[src/sv/ihpm_pkg.sv]
// ----------------------------------------------------------------------------
// ihpm_pkg
// Shared types and constants of the inverse homography pixel mapper.
// ----------------------------------------------------------------------------
package ihpm_pkg;

  // request codes
  localparam logic [1:0] REQ_COEF = 2'd0;
  localparam logic [1:0] REQ_SIZE = 2'd1;
  localparam logic [1:0] REQ_MAP  = 2'd2;

  // configuration register indexes
  localparam logic [2:0] CFG_CANVAS_W = 3'd0;
  localparam logic [2:0] CFG_CANVAS_H = 3'd1;
  localparam logic [2:0] CFG_GLOBAL_W = 3'd2;
  localparam logic [2:0] CFG_GLOBAL_H = 3'd3;
  localparam logic [2:0] CFG_IMAGES   = 3'd4;

  localparam int CFG_DATA_W = 15;
  localparam int SIZE_W     = 13;
  localparam int GSIZE_W    = 15;
  localparam int PIX_W      = 12;
  localparam int COEF_W     = 32;
  localparam int IMG_W      = 3;
  localparam int CIDX_W     = 4;
  localparam int COORD_W    = 28;
  localparam int GLB_W      = 43;  // global coordinate, unsigned Q27.16
  localparam int QUO_W      = 29;  // projected coordinate incl. range bit
  localparam int ACC_W      = 64;
  localparam int NCOEF      = 9;

  localparam logic [SIZE_W-1:0]  SIZE_CAP  = 13'd4096;
  localparam logic [CIDX_W-1:0]  CIDX_LAST = 4'd8;

  // table write request, top level to table memories
  typedef struct packed {
    logic                 coef_we;
    logic                 size_we;
    logic [IMG_W-1:0]     image;
    logic [CIDX_W-1:0]    coef_index;
    logic [COEF_W-1:0]    coef_value;
    logic [2*SIZE_W-1:0]  size;      // height in upper half, width in lower
  } tbl_wr_t;

endpackage

[src/sv/ihpm_tables.sv]
// ----------------------------------------------------------------------------
// ihpm_tables
// Coefficient and image size memories, one write and one registered read each.
// ----------------------------------------------------------------------------
module ihpm_tables #(
  parameter int MAX_IMAGES = 8,
  parameter int CAW = $clog2(MAX_IMAGES * ihpm_pkg::NCOEF),
  parameter int SAW = (MAX_IMAGES > 1) ? $clog2(MAX_IMAGES) : 1
) (
  input  logic                               clk,
  input  ihpm_pkg::tbl_wr_t                  wr,
  input  logic                               coef_re,
  input  logic [CAW-1:0]                     coef_raddr,
  output logic [ihpm_pkg::COEF_W-1:0]        coef_rdata,
  input  logic [SAW-1:0]                     size_raddr,
  output logic [2*ihpm_pkg::SIZE_W-1:0]      size_rdata
);

  logic [ihpm_pkg::COEF_W-1:0]   coef_mem [MAX_IMAGES * ihpm_pkg::NCOEF];
  logic [2*ihpm_pkg::SIZE_W-1:0] size_mem [MAX_IMAGES];

  logic           img_ok;
  logic           coef_ok;
  logic [CAW-1:0] coef_waddr;

  assign img_ok     = int'(wr.image) < MAX_IMAGES;
  assign coef_ok    = img_ok && (wr.coef_index <= ihpm_pkg::CIDX_LAST);
  assign coef_waddr = CAW'(int'(wr.image) * ihpm_pkg::NCOEF + int'(wr.coef_index));

  always_ff @(posedge clk) begin
    if (wr.coef_we && coef_ok) begin
      coef_mem[coef_waddr] <= wr.coef_value;
    end
    if (coef_re) begin
      coef_rdata <= coef_mem[coef_raddr];
    end
  end

  always_ff @(posedge clk) begin
    if (wr.size_we && img_ok) begin
      size_mem[SAW'(wr.image)] <= wr.size;
    end
    size_rdata <= size_mem[size_raddr];
  end

endmodule

[config.mk]
export PLATFORM = sky130hd
export DESIGN_NAME = ihpm_tables
export DESIGN_NICKNAME = d
export VERILOG_FILES = /design/src/sv/ihpm_pkg.sv /design/src/sv/ihpm_tables.sv
export SDC_FILE = /design/constraint.sdc
export NUM_CORES = 2
export LEC_CHECK = 0
export ABC_AREA = 1
export BUFFER_PORTS_ARGS = -buffer_cell sky130_fd_sc_hd__buf_2
export CORE_UTILIZATION = 30
export CTS_CLUSTER_DIAMETER = 150
export CTS_CLUSTER_SIZE = 20
export DETAILED_ROUTE_END_ITERATION = 8
export HOLD_SLACK_MARGIN = 0.08
export SLEW_MARGIN = 20
export SYNTH_ARGS = -nofsm -noshare
export SYNTH_HDL_FRONTEND = slang
export SYNTH_SLANG_ARGS = --single-unit
[constraint.sdc]
create_clock -name clk -period 4.7 [get_ports clk]
set_input_delay 0.705 -clock clk [delete_from_list [all_inputs] [get_ports clk]]
set_output_delay 0.705 -clock clk [all_outputs]
set_load 0.01 [all_outputs]
After elaboration in Yosys (flattened, before gate mapping)
Memories as Yosys holds them, arrays and structs flattened. A register that Yosys moved wholly into a read port is not among the register bits.
Index checks and enable logic that the tools add are counted.
{"block": "op_classes", "addsub": 1, "n_mul": 1, "order_cmp": 1, "mux": 4, "reduce_logical": 1}
{"op": "$add 7x4->7", "n": 1}
{"op": "$mul 3x4->7 const B", "n": 1}
{"op": "$le 4x4->1 const B", "n": 1}
{"op": "$mux 1", "n": 4}
{"op": "$logic_and 1x1->1", "n": 1}
{"block": "word_totals", "ff_bits": 0, "mem_bits_rw": 2512, "in_bits": 79, "output_inout_bits": 58, "n_memories": 2}
{"name": "coef_mem", "depth": 72, "width": 32, "read_ports": 1, "rd_ports_with_merged_regs": 1, "write_ports": 1, "line_no": "ihpm_tables.sv:19", "text": "logic [ihpm_pkg::COEF_W-1:0] coef_mem [MAX_IMAGES * ihpm_pkg::NCOEF];"}
{"name": "size_mem", "depth": 8, "width": 26, "read_ports": 1, "rd_ports_with_merged_regs": 1, "write_ports": 1, "line_no": "ihpm_tables.sv:20", "text": "logic [2*ihpm_pkg::SIZE_W-1:0] size_mem [MAX_IMAGES];"}

Longest topological paths before layout
{"block": "depth", "ltp_word": 4, "ltp_mapped": 15, "ltp_nobuf": 11}

Worst setup path after synthesis
OpenSTA, ideal clock, no wires.
{"block": "synth_path", "path_type": "input port to flip-flop", "start": "in wr[59] (netlist bit)", "end": "mem coef_mem[32][0] (netlist bit) (enable)", "arrival_ns": 3.956, "setup_slack_ns": 0.323, "stages": 10, "path_buffers": 1, "path_cell_list": "ha_1 -> ha_1 -> fa_1 -> nand3_1 -> nand3_1 -> xor2_1 -> nand2b_1 -> or2_2 -> buf_2 -> nor2_1"}
{"block": "synth_between", "elab_chain_len": 4}
{"element": "start, declared", "line_no": "ihpm_tables.sv:11", "text": "input ihpm_pkg::tbl_wr_t wr,"}
{"element": "$le 4x4->1", "line_no": "ihpm_tables.sv:27", "text": "assign coef_ok = img_ok && (wr.coef_index <= ihpm_pkg::CIDX_LAST);"}
{"element": "$logic_and 1x1->1", "line_no": "ihpm_tables.sv:31", "text": "if (wr.coef_we && coef_ok) begin"}
{"element": "$mux 1", "line_no": "ihpm_tables.sv:31"}
{"element": "$mux 1 (implied by the code)", "line_no": "ihpm_tables.sv:32", "text": "coef_mem[coef_waddr] <= wr.coef_value;"}
{"element": "end, declared", "line_no": "ihpm_tables.sv:19"}
Parallel ways exist; a longest one is shown, timed or not.

Final worst setup path
{"block": "layout_path", "start": "in wr[63] (netlist bit)", "end": "mem coef_mem[67][22] (netlist bit) (enable)"}
{"block": "layout_between", "elab_chain_len": 2}
{"element": "$mul 3x4->7", "line_no": "ihpm_tables.sv:28", "text": "assign coef_waddr = CAW'(int'(wr.image) * ihpm_pkg::NCOEF + int'(wr.coef_index));"}
{"element": "$add 7x4->7", "line_no": "ihpm_tables.sv:28"}
Every way passes these cells.

==> results.md <==
* Clock Tree Buf Depth at 3
* Worst slack, placed at 0.177 ns
* Vias in the first global route at 61,300
* Post-DP HPWL at 162 mm
* CP dominant cell by count: ha_1
* Sw Share at 23.6%
* Logic pwr share at 8.0%
* LEAKAGE at 38.6 nW
* Fin crit period at 3.61 ns
* WL/cell at 22.2 um
* Share of layout cells above drive strength 1 at 7.18%
* Top cell type's share of synthesized area at 74.3%
* Most frequent cells in the layout: nand2_1, edfxtp_1, nand3_1
* Fillers at 33,000
* Synth cell types at 32
* Net Sw Power at 9.90 mW
* CTS Buf Count at 146
* GRT Util Overall at 16.1%
* Synthesized net count at 8,472
* Gate Count Post-Synth at 8,384
* Ports at 137
* Worst slew margin at 23.5%
* Power density over cell area at 369 nW/um2
* Worst-path fanout max at 20
* Post-CTS setup buffers at 0
* CTS tree: built
* Cell accounting for the most synthesized area: edfxtp_1
* Multi-input logic area at 23,300 um2
* Cell area after layout at 114,000 um2
* Status: completed
* Placer congestion estimate at 0.848
* Synthesized flop and latch total at 2,570
* Maximum capacitance violations at 0
* Port Buffers at 136
* Final worst setup slack at 1.09 ns
* DIE HEIGHT at 587 um
* Warnings, synthesis at 0
* Sequential power share at 60.9%
* Total gr overflow at 0
* Post-layout net count at 8,435
* Via-to-Cell Ratio at 5.02
* Cells after DPL at 12,700
* Routed Antenna Nets at 0
* Worst-Skew Late Latency at 0.84 ns
* CP Data Arrival Time at 4.15 ns
* Avg Inst Size Synth at 12.3 um2
* Floorplan core area at 340,000 um2
* Row cnt at 214
* Internal Power at 32.0 mW
* Tightest Pin Transition at 1.15 ns
* Clock Skews at 0.0539 ns
* Global-route wire length before repair at 415 mm
* DR pass1 iterations at 6
* Crit path kind: in2reg
* Largest stage delay, worst path at 0.63 ns
* IR drop worst, VDD at 0.000297 V
* Reg area at 76,900 um2
* Fmax at 277 MHz
* Worst hold path class: in2reg
* Initial antenna violation count at 22
* Starting Density at 30.2%
* Slowest cell on crit path: nor2_4
* Placed Area at 110,000 um2
* Max H-tree Level at 4
* Clock power share at 31.1%
* RSZ-0062 raised after global routing: no
* CP endpoint kind: flip-flop
* Die Footprint at 345,000 um2
* Die Width at 587 um
* Synth-to-layout area growth at 10.7%
* Drt first-iter violations at 7,682
* Clk slew on worst S/H paths at 0.08 ns
* Final Hold Fails at 0
* DRC viols at 0
* Clk sinks at 2,570
* Finished Layout Cells at 12,900
* Cell area after synthesis at 103,000 um2
* Routed wire length at 287 mm
* Fin crit share at 76.8%
* Setup_tns at 0 ns
* Root Driver: clkbuf_16
* CP required at 5.24 ns
* Synth top area cells: edfxtp_1, nand2_1, nand3_1
* Commonest non-fill, non-tap cell in the layout: nand2_1
* Sequential cell area fraction in the yosys report at 74.8%
* Critical path startpoint category: input port
* Via count at 64,800
* Cells along the critical path: buf_2, ha_1, ha_1, fa_1, xor2_1, inv_1, nand2_1, a21oi_1, nand3_1, buf_12, nor2_4, buf_4
* Post-layout util at 33.4%
* Final Max Slew Viols at 0
* Pin count of the biggest net entering global routing at 185
* Final setup vio count at 0
==> metrics by stage <==
step / power, mW / hold slack (ns)
3_3_place_gp: 29.3 / 0.543
3_5_place_dp: 29.4 / 0.554
6_report: 41.9 / 0.145
5_1_grt: 43.1 / 0.110
4_1_cts: 42.1 / 0.0816
2_1_floorplan: 27.8 / 0.527
==> per-layer routing <==
layer	GRT usage, %	wire length [um]	vias to the layer above
met5	0	60	-
met4	5.06	8780	10
met3	3.19	26100	360
met2	25.9	133000	2720
met1	21.9	119000	32300
li1	-	-	29500
==> what timing repair did <==
item                                   in CTS  in global routing
endpoints found under the hold margin      19                  0
resized for setup                           0                  0
hold buffers                                5                  0
==> cells in the mapped netlist <==
master / n
o21ai_1: 10
o21ai_0: 237
nand3_1: 1702
nand2_1: 2738
nand3b_1: 3
buf_6: 64
o211ai_1: 17
inv_4: 1
a31oi_1: 26
inv_1: 15
a21oi_1: 2
o31ai_1: 1
clkbuf_1: 127
buf_8: 1
o221ai_1: 17
dfxtp_1: 26
nand4_1: 4
o22ai_1: 73
o21bai_1: 15
inv_8: 1
xor2_1: 3
ha_1: 8
clkinv_1: 1
buf_4: 62
or2_2: 1
nor2_1: 395
edfxtp_1: 2544
fa_1: 1
buf_1: 30
inv_2: 2
nand2b_1: 1
buf_2: 256
==> power by group through the flow <==
stage | combinational [mW] | sequential [mW] | clock, mW
2_1_floorplan | 1.71 | 26.1 | 0
3_3_place_gp | 3.28 | 26.1 | 0
3_5_place_dp | 3.33 | 26.1 | 0
4_1_cts | 3.34 | 25.6 | 13.2
5_1_grt | 3.61 | 25.6 | 14.0
6_report | 3.36 | 25.6 | 13.0
==> sequential cells by signal (all words and copies together) (netlist names) <==
signal	cells
coef_mem	2304
size_mem	208
coef_rdata	32
size_rdata	26
==> critical path: cells and delay by family <==
family	cells	cell delay [ns]
buf+inv	4	0.90
compound gates	1	0.20
xor+xnor	1	0.34
simple gates	3	0.97
fa+ha+maj	3	1.01
==> layout make-up <==
cell class              count  share of cell area [%]
diodes                      9                  0.0198
inverters                  20                   0.112
clock buffers             161                    3.32
clock inverters            13                   0.216
well taps                4536                    4.99
repair buffers            355                    3.26
multi-input cells        5254                    20.5
flip-flops and latches   2570                    67.6
==> path summary, 6_finish.rpt <==
| check | startpoint | to | slack [ns] | depth (start not counted) |
|---|---|---|---|---|
| min | wr[0] | size_mem[1][0]$_DFFE_PP_ | 0.14 | 1 |
| max reg2reg | coef_mem[48][2]$_DFFE_PP_ | coef_rdata[2]$_DFFE_PP_ | 2.35 | 10 |
| max | wr[63] | coef_mem[67][22]$_DFFE_PP_ | 1.09 | 12 |
| min reg2reg | size_mem[1][8]$_DFFE_PP_ | size_rdata[8]$_DFF_P_ | 0.56 | 2 |
==> logic make-up (layout without fill, tap and decap cells) <==
logic type	count (synthesis)	count (layout)	synth area share (%)
XOR/XNOR	3	3	0.0256
flip-flops	2570	2570	74.8
AO/OA/AOI/OAI	398	398	2.20
other	0	9	0
adder cells (fa/ha/maj)	9	9	0.117
AND/OR/NAND/NOR	4844	4844	19.8
buffers and inverters	560	549	3.07
(Power assumes the default switching activity.)
