File: src/sv/ihpm_div.sv
// ----------------------------------------------------------------------------
// ihpm_div
// Restoring divider, one quotient bit per cycle, preset partial remainder.
// ----------------------------------------------------------------------------
module ihpm_div #(
  parameter int QW = 29,
  parameter int DW = 64
) (
  input  logic          clk,
  input  logic          rst_n,
  input  logic          start,
  input  logic [DW-1:0] rem_init,  // must be below den
  input  logic [QW-1:0] num,       // dividend bits shifted in, MSB first
  input  logic [DW-1:0] den,
  output logic [QW-1:0] quo,
  output logic          done
);

  localparam int CW = $clog2(QW + 1);

  logic [DW-1:0] rem_r;
  logic [QW-1:0] quo_r;
  logic [DW-1:0] den_r;
  logic [CW-1:0] cnt_r;
  logic          busy_r;
  logic          done_r;

  logic [DW:0] part;
  logic [DW:0] diff;
  logic        ge;

  assign part = {rem_r, quo_r[QW-1]};
  assign diff = part - {1'b0, den_r};
  assign ge   = part >= {1'b0, den_r};

  always_ff @(posedge clk) begin
    if (!rst_n) begin
      busy_r <= 1'b0;
      done_r <= 1'b0;
      cnt_r  <= '0;
    end else begin
      done_r <= 1'b0;
      if (start) begin
        busy_r <= 1'b1;
        cnt_r  <= CW'(QW);
      end else if (busy_r) begin
        cnt_r <= cnt_r - CW'(1);
        if (cnt_r == CW'(1)) begin
          busy_r <= 1'b0;
          done_r <= 1'b1;
        end
      end
    end
  end

  always_ff @(posedge clk) begin
    if (start) begin
      rem_r <= rem_init;
      quo_r <= num;
      den_r <= den;
    end else if (busy_r) begin
      rem_r <= ge ? diff[DW-1:0] : part[DW-1:0];
      quo_r <= {quo_r[QW-2:0], ge};
    end
  end

  assign quo  = quo_r;
  assign done = done_r;

endmodule

File: config.mk
export PLATFORM = sky130hd
export DESIGN_NAME = ihpm_div
export DESIGN_NICKNAME = d
export VERILOG_FILES = /design/src/sv/ihpm_div.sv
export SDC_FILE = /design/constraint.sdc
export NUM_CORES = 1
export LEC_CHECK = 0
export BUFFER_PORTS_ARGS = -buffer_cell sky130_fd_sc_hd__buf_2
export CAP_MARGIN = 20
export CORE_ASPECT_RATIO = 1.5
export CORE_MARGIN = 5
export CORE_UTILIZATION = 35
export DETAILED_ROUTE_END_ITERATION = 16
export PLACE_DENSITY_LB_ADDON = 0.25
export SETUP_SLACK_MARGIN = 0.05
export SYNTH_ARGS = -nofsm -noshare
export SYNTH_HDL_FRONTEND = slang
export SYNTH_SLANG_ARGS = --single-unit
File: constraint.sdc
create_clock -name clk -period 3.5 [get_ports clk]
set_input_delay 0.175 -clock clk [delete_from_list [all_inputs] [get_ports clk]]
set_output_delay 0.175 -clock clk [all_outputs]
set_load 0.02 [all_outputs]
* Word-level counts from Yosys, hierarchy flattened
Cells that the tools add are included. Widths: inputs -> output; s select.
Storage, ports and cells: register bits 164, input port bits 160, output and inout port bits 30, logic and storage cells 27
Cells by class: add/sub/neg operators 2, order comparisons 1, equality and inequality tests 1, multiplexer cells 11, bitwise operators 2, reduce and logical (&&, ||, !) cells 3
Operators by type and width (number):
- $mux 64 | 3
- $ge 65x64->1 | 1
- $sub 64x64->64 | 1
- $mux 29 | 2
- $mux 5 | 2
- $eq 5x1->1 const B | 1
- $sub 5x1->5 const B | 1
- $mux 1 | 4
- $reduce_or 3->1 | 1
- $not 1->1 | 2
- $reduce_bool 2->1 | 1
- $reduce_or 2->1 | 1

* Longest topological paths before layout
Gate-level depths: netlist (run 1).
depth after elaboration 4, gate-level depth with buffers 16, gate-level depth less buffers 14

* Least setup slack after synthesis (run 1)
Ideal clock, no wire load.
path type reg2reg, from register quo_r[28], in the netlist quo[28], to register rem_r[40] (data pin), setup time 0.260 ns, data arrival time 3.207 ns, required time 3.240 ns, slack 0.033 ns, cell stages (with the launch flop) 15, buffers on the path 0, period minus slack after synthesis 3.467 ns, cell sequence edfxtp_1 > inv_1 > ha_1 > inv_1 > fa_1 > a211oi_1 > nor2_1 > o31a_1 > a21bo_2 > a21oi_1 > o31ai_1 > a221o_1 > xnor2_1 > o21ai_1 > mux2_2
On the way: cells in the longest elaborated chain, start to end 4
RTL lines:
- from (decl) | RTL line 22 | logic [QW-1:0] quo_r;
- from (signal assigned) | RTL line 59 | quo_r <= num;
- from (signal assigned) | RTL line 63 | quo_r <= {quo_r[QW-2:0], ge};
- $sub 64x64->64 or $ge 65x64->1 (tied branches) | RTL line 33, 34
- $mux 64 * | RTL line 62 | rem_r <= ge ? diff[DW-1:0] : part[DW-1:0];
- $mux 64 * | RTL line 61 | end else if (busy_r) begin
- $mux 64 * | RTL line 57 | if (start) begin
- to (signal assigned) | RTL line 58 | rem_r <= rem_init;
- to (signal assigned) | RTL line 62
- to (decl) | RTL line 21 | logic [DW-1:0] rem_r;
Mark *: on every way between the ends. The rest lies on a longest branch, timed or not. The select of a mux whose other input is x is not followed. A chain may end at the register's enable or synchronous reset.

* Worst setup path in the final report (run 1)
Same ends and word-level chain as after synthesis.

==> results of run 1 <==
cells in the mapped netlist (6+ instances only):
library cell	n	area, um^2
ha_1	66	826
nor3b_1	9	67.6
nor2_1	85	319
inv_1	93	349
mux2i_1	10	100
a21o_1	48	360
clkbuf_1	36	135
a211oi_1	8	60.1
nand3_1	6	30.0
dfxtp_1	7	140
nor2b_1	8	50.1
mux2_2	70	788
nand4_1	33	206
nand2b_1	9	56.3
a31oi_1	7	43.8
o21a_1	11	82.6
o21bai_1	15	113
o21ai_0	41	205
edfxtp_1	157	4710
o31ai_1	7	52.6
xor2_1	22	193
o21ai_1	22	110
xnor2_1	32	280
nor3_1	25	125
buf_1	8	30.0
buf_2	20	100
nand2_1	63	236
a21oi_1	108	541
placed cells by master (no fill, tap or decap), types with 36 or more instances in the layout:
master | netlist | layout
buf_2 | 20 | 188
edfxtp_1 | 157 | 157
a21oi_1 | 108 | 101
dlygate4sd3_1 | 0 | 94
inv_1 | 93 | 91
buf_4 | 2 | 91
nor2_1 | 85 | 84
mux2_2 | 70 | 69
nand2_1 | 63 | 63
ha_1 | 66 | 53
a21o_1 | 48 | 48
o21ai_0 | 41 | 36
cell type report:
class	instances	area share (%)
Clock inverter	12	0.960
Timing Repair Buffer	379	17.9
Sequential cell	164	32.4
Clock buffer	20	3.05
Multi-Input combinational cell	795	40.0
Antenna cell	1	0.0167
Inverter	93	2.33
Tap cell	410	3.42
final timing paths:
| kind | startpoint | end | depth (start not counted) |
|---|---|---|---|
| max | quo[28]$_DFFE_PP_ | rem_r[40]$_DFFE_PP_ | 14 |
| min | rem_init[45] | rem_r[45]$_DFFE_PP_ | 3 |
| max reg2reg | quo[28]$_DFFE_PP_ | rem_r[40]$_DFFE_PP_ | 14 |
| min reg2reg | cnt_r[1]$_SDFFE_PP0P_ | cnt_r[1]$_SDFFE_PP0P_ | 2 |
power groups by stage:
stage / Clock, uW / Sequential (uW) / Combinational, uW
after floorplan: 0 / 2880 / 3460
after global placement: 0 / 2880 / 5040
after detailed placement: 0 / 2900 / 5060
after CTS: 2040 / 2860 / 5210
after global routing: 2090 / 2920 / 5970
final: 1960 / 2880 / 5430
worst max-delay path, delay by kind of cell (launching register included):
family	cells	cell delay, ns
AOI/OAI and AO/OA	7	1.59
muxes	1	0.26
xor gates and xnor gates	1	0.19
and+or+nand+nor	1	0.07
buffers and inverters	2	0.13
DFF	1	0.40
adders and majority gates	2	0.52
state kept, by name, indices dropped and copies added, names as in the netlist:
register and cells:
rem_r 64, done 1, quo 29, busy_r 1, cnt_r 5, den_r 64
logic make-up (layout without fill, tap and decap cells):
logic type               after synthesis  count (layout)  synth area share (%)
AO/OA/AOI/OAI                        322             322                  19.0
XOR/XNOR                              54              54                  4.22
AND/OR/NAND/NOR                      270             270                  11.8
buffers and inverters                162             504                  5.92
other                                  0               1                     0
multiplexers                          82              82                  8.13
adder cells (fa/ha/maj)               67              67                  7.55
flip-flops                           164             164                  43.4
metrics by stage:
stage	total power [uW]	utilization [%]	TNS (ns)	setup WS [ns]	cells
6_report	10300	47.2	0	0.108	1874
3_5_place_dp	7960	41.3	-0.00521	-0.00521	1739
5_1_grt	11000	47.2	-0.0437	-0.0322	1874
4_1_cts	10100	46.2	0	0.0588	1865
3_3_place_gp	7920	41.3	0	0.0438	1739
2_1_floorplan	6340	-	0	0.0932	1121
routing by layer:
layer | global-route usage (%) | part of all wire, % | vias up
li1 | - | - | 4763
met1 | 19.9 | 39 | 4551
met2 | 33.8 | 55 | 198
met3 | 2.76 | 3.3 | 48
met4 | 5.80 | 2.4 | 0
met5 | 0 | 0 | -
repair_timing:
action                                  4_1_cts  5_1_grt
gates resized for setup                       6       53
hold endpoints to repair                     94        0
hold buffers                                 94        0
endpoints found under the setup margin        6       52
buffers inserted                              0        9
pin swaps                                     1       41
==> results.md, run 1 <==
Clocking:
- The buffer levels on the longest clock path is 2.
- The clock tree synthesis step divided the H-tree into 4 levels.
- Clock latency on the worst-skew pair, taken at its later pin, is 0.46 ns.
- The clock tree from TritonCTS is built.
- The clock transition at the registers of the reported paths is 0.07 ns.
- Clock tree synthesis found a total of 164 sinks.
- Buffers inserted during clock tree synthesis total 17.
- The CTS root buffer is clkbuf_16.

Power:
- The sequential group share of total power is 28.0%.
- For this design the static power due to leakage is 0.00633 uW.
- Internal power comes to 6290 uW.
- The clock share of power is 19.1%.
- In this run switching power makes up 38.8% of total power.
- The logic gate share of total power is 52.9%.
- The net switching component of the power is 3990 uW.
- The largest voltage drop on the vdd net is 329 uV.
- Power spread over the standard cell area amounts to 685 mW/mm^2.

Cells and area:
- After routing the design area is 0.0150 mm^2.
- The total area of sequential cells is 0.00485 mm^2.
- Relative to the synthesized area, the layout overhead comes to 33.8%.
- The net count of the finished layout is 1677.
- The layout cell share with drive strength beyond 1 is 31.0%.
- The number of filler instances in the final layout is 2984.
- Summing all multi-input logic gate instances after layout gives 0.00599 mm^2.

Setup path:
- The peak per-stage delay on the critical path is 0.41 ns.
- The kind of launch point of the worst setup path is a flop.
- The classification of the worst setup path is flop to flop.
- By instance count, the cell type seen most on the critical path is inv_2.
- In this run the worst path has a maximum fanout of 4.
- The critical path goes through inv_2 -> ha_4 -> inv_2 -> fa_2 -> a211oi_2 -> nor2_2 -> o31a_1 -> a21bo_2 -> a21oi_4 -> o31ai_4 -> a221o_1 -> xnor2_1 -> o21ai_1 -> mux2_4.
- For the worst setup path, the data arrival time is 3.60 ns.
- The critical path data required time is 3.71 ns.
- The type of destination of the critical path is a flop.
- The worst reg-to-reg setup slack is 0.11 ns.
- Among all stages on the critical path, the largest delay is contributed by a221o_1.

Place:
- The count of input and output buffers is 189.
- The post-place instance area is 0.0131 mm^2.
- The placed wire-length estimate is 24200 um.
- The final weighted congestion in routability-driven placement is 0.891.

Status:
- The run finished with clean final reports.

Route:
- For this run, design rule violations remaining after detail routing come to 0.
- The post-detailed-route count of antenna-violating nets is 0.
- After detailed routing, the average wire length per cell comes to 17.1 um.
- The detailed router's first-iteration violation count is 439.
- In the routed layout, each cell is associated on average with a via count of 5.10.
- The via count of the routed design is 9560.
- The detailed-router iteration count before antenna repair is 5.
- The total wire length is 32100 um.

Yosys:
- The number of synthesis warnings is 0.
- Synthesis handed over a netlist of 1121 instances.
- The synthesized area is 0.0112 mm^2.
- The average instance in the mapped netlist occupies 9.99 um^2.
- The number of nets in the synthesized netlist is 1348.
- The number of different library cells used by synthesis comes to 75.
- The sequential-to-total area share from yosys stat is 43.4%.
- The number of register bits inferred by synthesis is 164.
- The prevailing post-synth register cell is edfxtp_1.
- The count of flip-flops with a built-in enable after synthesis is 157.
- In the synthesized netlist the async set-or-reset flop fraction comes to 0%.

Global routing:
- The number of antenna violations at the first check in global routing came to 1.
- The global-route wire length before repair is 50700 um.
- The total overflow left after global routing is 0.
- The largest net degree at the start of global routing is 107.
- The via count of the first global-routing pass is 10.0k.
- Across every metal layer, demand over resource in global routing totals 17.8%.

Run:
- Max-cap violations in this run came to 0.

STA:
- At the pin with the least slew margin, the transition time is 0.657 ns.
- The worst clock skew is 0.0126 ns.
- The number of endpoints with negative hold slack in the final report is 0.
- Measured against its own limit, the worst slew margin works out to 56.2%.
- Static timing analysis puts the maximum clock frequency at 295 MHz.
- Setup repair after global routing could not meet its margin everywhere.
- After layout, the minimum clock period comes to 3.39 ns.
- The number of max-slew violations in the final report is 0.
- The final critical path takes up 96.9% of the cycle.
- Setup violations remaining at the end of the flow were counted as 0.
- On the final layout, the worst hold slack is 0.0262 ns.

Floorplanning:
- The starting density of the core is 35.3%.
- The floorplan die area is 0.0357 mm^2.
- 190 I/O pins were placed.
- The number of standard-cell rows in the floorplan is 80.
- The die boundary height is 229 um.
- In this run the horizontal extent of the chip is 156 um.
- The area of the placeable core is 0.0317 mm^2.

Min path:
- The worst hold path belongs to the class input pin to flop.
Note: power is estimated with default switching activity, not from simulation.
==> run 2: changes to the inputs <==
--- a/config.mk
+++ b/config.mk
@@ -9,10 +9,10 @@
 export CAP_MARGIN = 20
 export CORE_ASPECT_RATIO = 1.5
 export CORE_MARGIN = 5
-export CORE_UTILIZATION = 35
+export CORE_UTILIZATION = 52
 export DETAILED_ROUTE_END_ITERATION = 16
 export PLACE_DENSITY_LB_ADDON = 0.25
-export SETUP_SLACK_MARGIN = 0.05
+export SETUP_SLACK_MARGIN = 0.1
 export SYNTH_ARGS = -nofsm -noshare
 export SYNTH_HDL_FRONTEND = slang
 export SYNTH_SLANG_ARGS = --single-unit
==> run 2 against run 1 <==
  * Total power is 4.2% lower
  * Highest routed layer unchanged
  * Largest cell class unchanged
  * Combinational power shrank 3.9%
  * Largest power group unchanged
  * Sequential cell count unchanged
  * Setup slack lost 0.026 ns
==> results.md, run 2 (same netlist as run 1, synthesis figures left out) <==
STA:
- The number of endpoints with negative hold slack in the final report came to 0 (unchanged).
- The final worst-path cycle share was 97.7% (+0.75 points).
- The total negative setup slack is 0 ns (unchanged).
- The number of max-slew violations in the final report is 0 (unchanged).
- Setup repair after global routing could not meet its margin everywhere.
- The actual transition at the worst max-transition pin is 0.708 ns (+0.0518 ns).
- The maximum operating frequency is 293 MHz (-0.76%).
- The final count of negative-setup-slack endpoints is 0 (unchanged).
- The setup slack of the critical path after layout is 0.0820 ns (-0.0261 ns).
- The worst relative slew slack is 52.8% (-3.5 points).
- The worst clock skew is 0.0162 ns (+0.00353 ns).
- The final critical-path required period is 3.42 ns (+0.0261 ns).

Route:
- The post-detailed-route count of antenna-violating nets is 0 (unchanged).
- The detailed-router iteration count before antenna repair is 5 (unchanged).
- The total wire length is 29700 um (-7.6%).
- The per-cell via count in the routed design was 5.64 (+11%).
- The per-cell routed wire length is 17.7 um (+3.3%).
- The detailed router's first-iteration violation count is 650 (+48%).
- The residual DRC count came to 0 (unchanged).
- The via count of the routed design is 9457 (-1.1%).

Setup path:
- The peak per-stage delay on the critical path is 0.41 ns (about the same).
- The cell family contributing the most delay on the critical path is compound AO/OA/AOI/OAI gates.
- The buffering stage count on the worst path with inverters included is 2 (unchanged).
- The critical path goes through inv_1 -> ha_2 -> inv_2 -> fa_2 -> a211oi_2 -> nor2_2 -> o31a_1 -> a21bo_4 -> a21oi_4 -> o31ai_2 -> a221o_1 -> xnor2_1 -> o21ai_1 -> mux2_2.
- The critical path data required time is 3.69 ns (-0.02 ns).
- The worst-path maximum fanout is 4 (unchanged).
- The critical path in this run is classified as flop to flop.
- The type of destination of the critical path is a flop.
- Among all stages on the critical path, the largest delay is contributed by a221o_1.
- The kind of launch point of the worst setup path is a flop.
- The data arrival time of the critical path is 3.61 ns (about the same).

Floorplanning:
- The number of ports placed on the die boundary is 190 (unchanged).
- The die boundary height came to 190 um (-17%).
- The floorplan die area was 0.0246 mm^2 (-31%).
- The area of the placeable core came to 0.0211 mm^2 (-33%).
- The starting density of the core is 53.0% (+18 points).
- The number of standard-cell rows in the floorplan is 65 (-19%).
- The horizontal die dimension came to 130 um (-17%).

Place:
- The placed wire-length estimate was 21600 um (-11%).
- The pre-CTS worst setup slack is -0.0109 ns (-0.00564 ns).
- The count of input and output buffers is 189 (unchanged).
- The number of instances in the placed design is 1566 (-9.9%).
- The post-place instance area is 0.0127 mm^2 (-3.1%).
- The final weighted congestion in routability-driven placement is 0.928 (+4.2%).

Cells and area:
- Leaving out fill and tap cells, the most frequent cell in the layout is buf_2.
- The post-layout utilization of the core is 67.2% (+20 points).
- The total area of sequential cells is 0.00485 mm^2 (unchanged).
- The number of filler instances in the final layout is 1760 (-41%).
- The layout cell share with drive strength beyond 1 is 30.0% (-1.0 points).
- The filler-free cell count of the finished design is 1677 (-11%).
- The synthesis-to-finish area growth is 26.8%.
- The antenna diode count came to 0 (-1).
- The net count of the finished layout is 1623 (-3.2%).
- The post-layout instance area was 0.0142 mm^2 (-5.2%).
- The library cells used most frequently in the layout, excluding fill and tap cells, are buf_2 (188), edfxtp_1 (157), a21oi_1 (102), inv_1 (92), nor2_1 (82).
- The area of the multi-input gates is 0.00591 mm^2 (-1.3%).

Global routing:
- The global-route wire length before repair is 46800 um (-7.6%).
- The overall overflow remaining after global route came to 0 (unchanged).
- The largest net degree at the start of global routing is 86 (-20%).
- The overall track demand over capacity in global routing is 24.0% (+6.2 points).
- The number of antenna violations at the first check in global routing is 0 (-1).
- The via count of the first global-routing pass was 9553 (-4.9%).

Power:
- The largest voltage drop on the vdd net is 371 uV (+13%).
- The leakage power summed over all cells is 0.00606 uW (-4.3%).
- The power density over the cells is 693 mW/mm^2 (+1.1%).

Clocking:
- The buffer levels on the longest clock path is 2 (unchanged).
- TritonCTS built the clock tree.
- The clock transition at the registers of the reported paths was 0.07 ns (about the same).
- The number of levels the H-tree was split into was 4 (unchanged).
- The number of buffers created by CTS came to 17 (unchanged).
- The clock latency on the worst-skew pair was 0.44 ns (-0.02 ns).
- The cell sitting at the root of the clock tree is a clkbuf_16.
- The number of clock sinks is 164 (unchanged).

Run:
- The number of maximum-capacitance constraint violations is 0 (unchanged).

Min path:
- In this run the worst hold path is classified as input pin to flop.

Status:
- The run finished with clean final reports.
-- run 2: cell count changes in the layout (fill, tap and decap cells not counted), moves of 3 or more --
cell / previous run / this run
ha_1: 53 / 58
nor2_2: 1 / 4
dlygate4sd3_1: 94 / 64
a21boi_1: 3 / 0
ha_4: 9 / 2
o21ai_2: 5 / 2
clkinvlp_4: 1 / 4
buf_4: 91 / 65
-- run 2: cell type report --
| cell class | instances | share of cell area [%] |
|---|---|---|
| clock buffer | 19 | 3.05 |
| clock inverter | 13 | 0.696 |
| inverter | 93 | 2.46 |
| multi-input combinational | 795 | 41.6 |
| sequential | 164 | 34.2 |
| tap | 268 | 2.36 |
| timing repair buffer | 325 | 15.6 |
-- run 2: stage by stage --
stage | hold WS (ns) | power (uW)
after global placement | 0.352 | 7620
after global routing | 0.0154 | 10500
after CTS | 0.0146 | 9590
after floorplan | 0.274 | 6340
after detailed placement | 0.353 | 7690
final | 0.0293 | 9840
-- run 2: routing by layer --
layer | vias to the layer above | global-route usage (%) | share of wire (%)
met5 | - | 0 | 0
met4 | 0 | 8.44 | 2.8
met3 | 57 | 3.93 | 4.3
met2 | 258 | 44.1 | 54
met1 | 4488 | 27.7 | 39
li1 | 4654 | - | -
-- run 2: path summary, 6_finish.rpt --
kind | start | end | slack [ns] | depth (start not counted)
min | rem_init[21] | rem_r[21]$_DFFE_PP_ | 0.03 | 3
max reg2reg | quo[28]$_DFFE_PP_ | rem_r[40]$_DFFE_PP_ | 0.08 | 14
min reg2reg | cnt_r[1]$_SDFFE_PP0P_ | cnt_r[1]$_SDFFE_PP0P_ | 0.52 | 2
max | quo[28]$_DFFE_PP_ | rem_r[40]$_DFFE_PP_ | 0.08 | 14
-- run 2: worst reg2reg max path: stages (launching register included) --
cell and delay [ns]:
edfxtp_1 0.40, inv_1 0.08, ha_2 0.20, inv_2 0.05, fa_2 0.34, a211oi_2 0.22, nor2_2 0.08, o31a_1 0.33
a21bo_4 0.25, a21oi_4 0.18, o31ai_2 0.11, a221o_1 0.41, xnor2_1 0.19, o21ai_1 0.07, mux2_2 0.26
-- run 2: timing repair --
item | in CTS | in global routing
endpoints found under the setup margin | 46 | 60
endpoints found under the hold margin | 64 | 0
setup buffers | 1 | 13
hold buffers | 64 | 0
resized for setup | 14 | 34
cloned | 0 | 1
pin swaps | 5 | 25
-- run 2: power by group --
| part | internal, uW | switching (uW) |
|---|---|---|
| sequential | 2660 | 210 |
| clock | 915 | 839 |
| combinational | 2380 | 2840 |
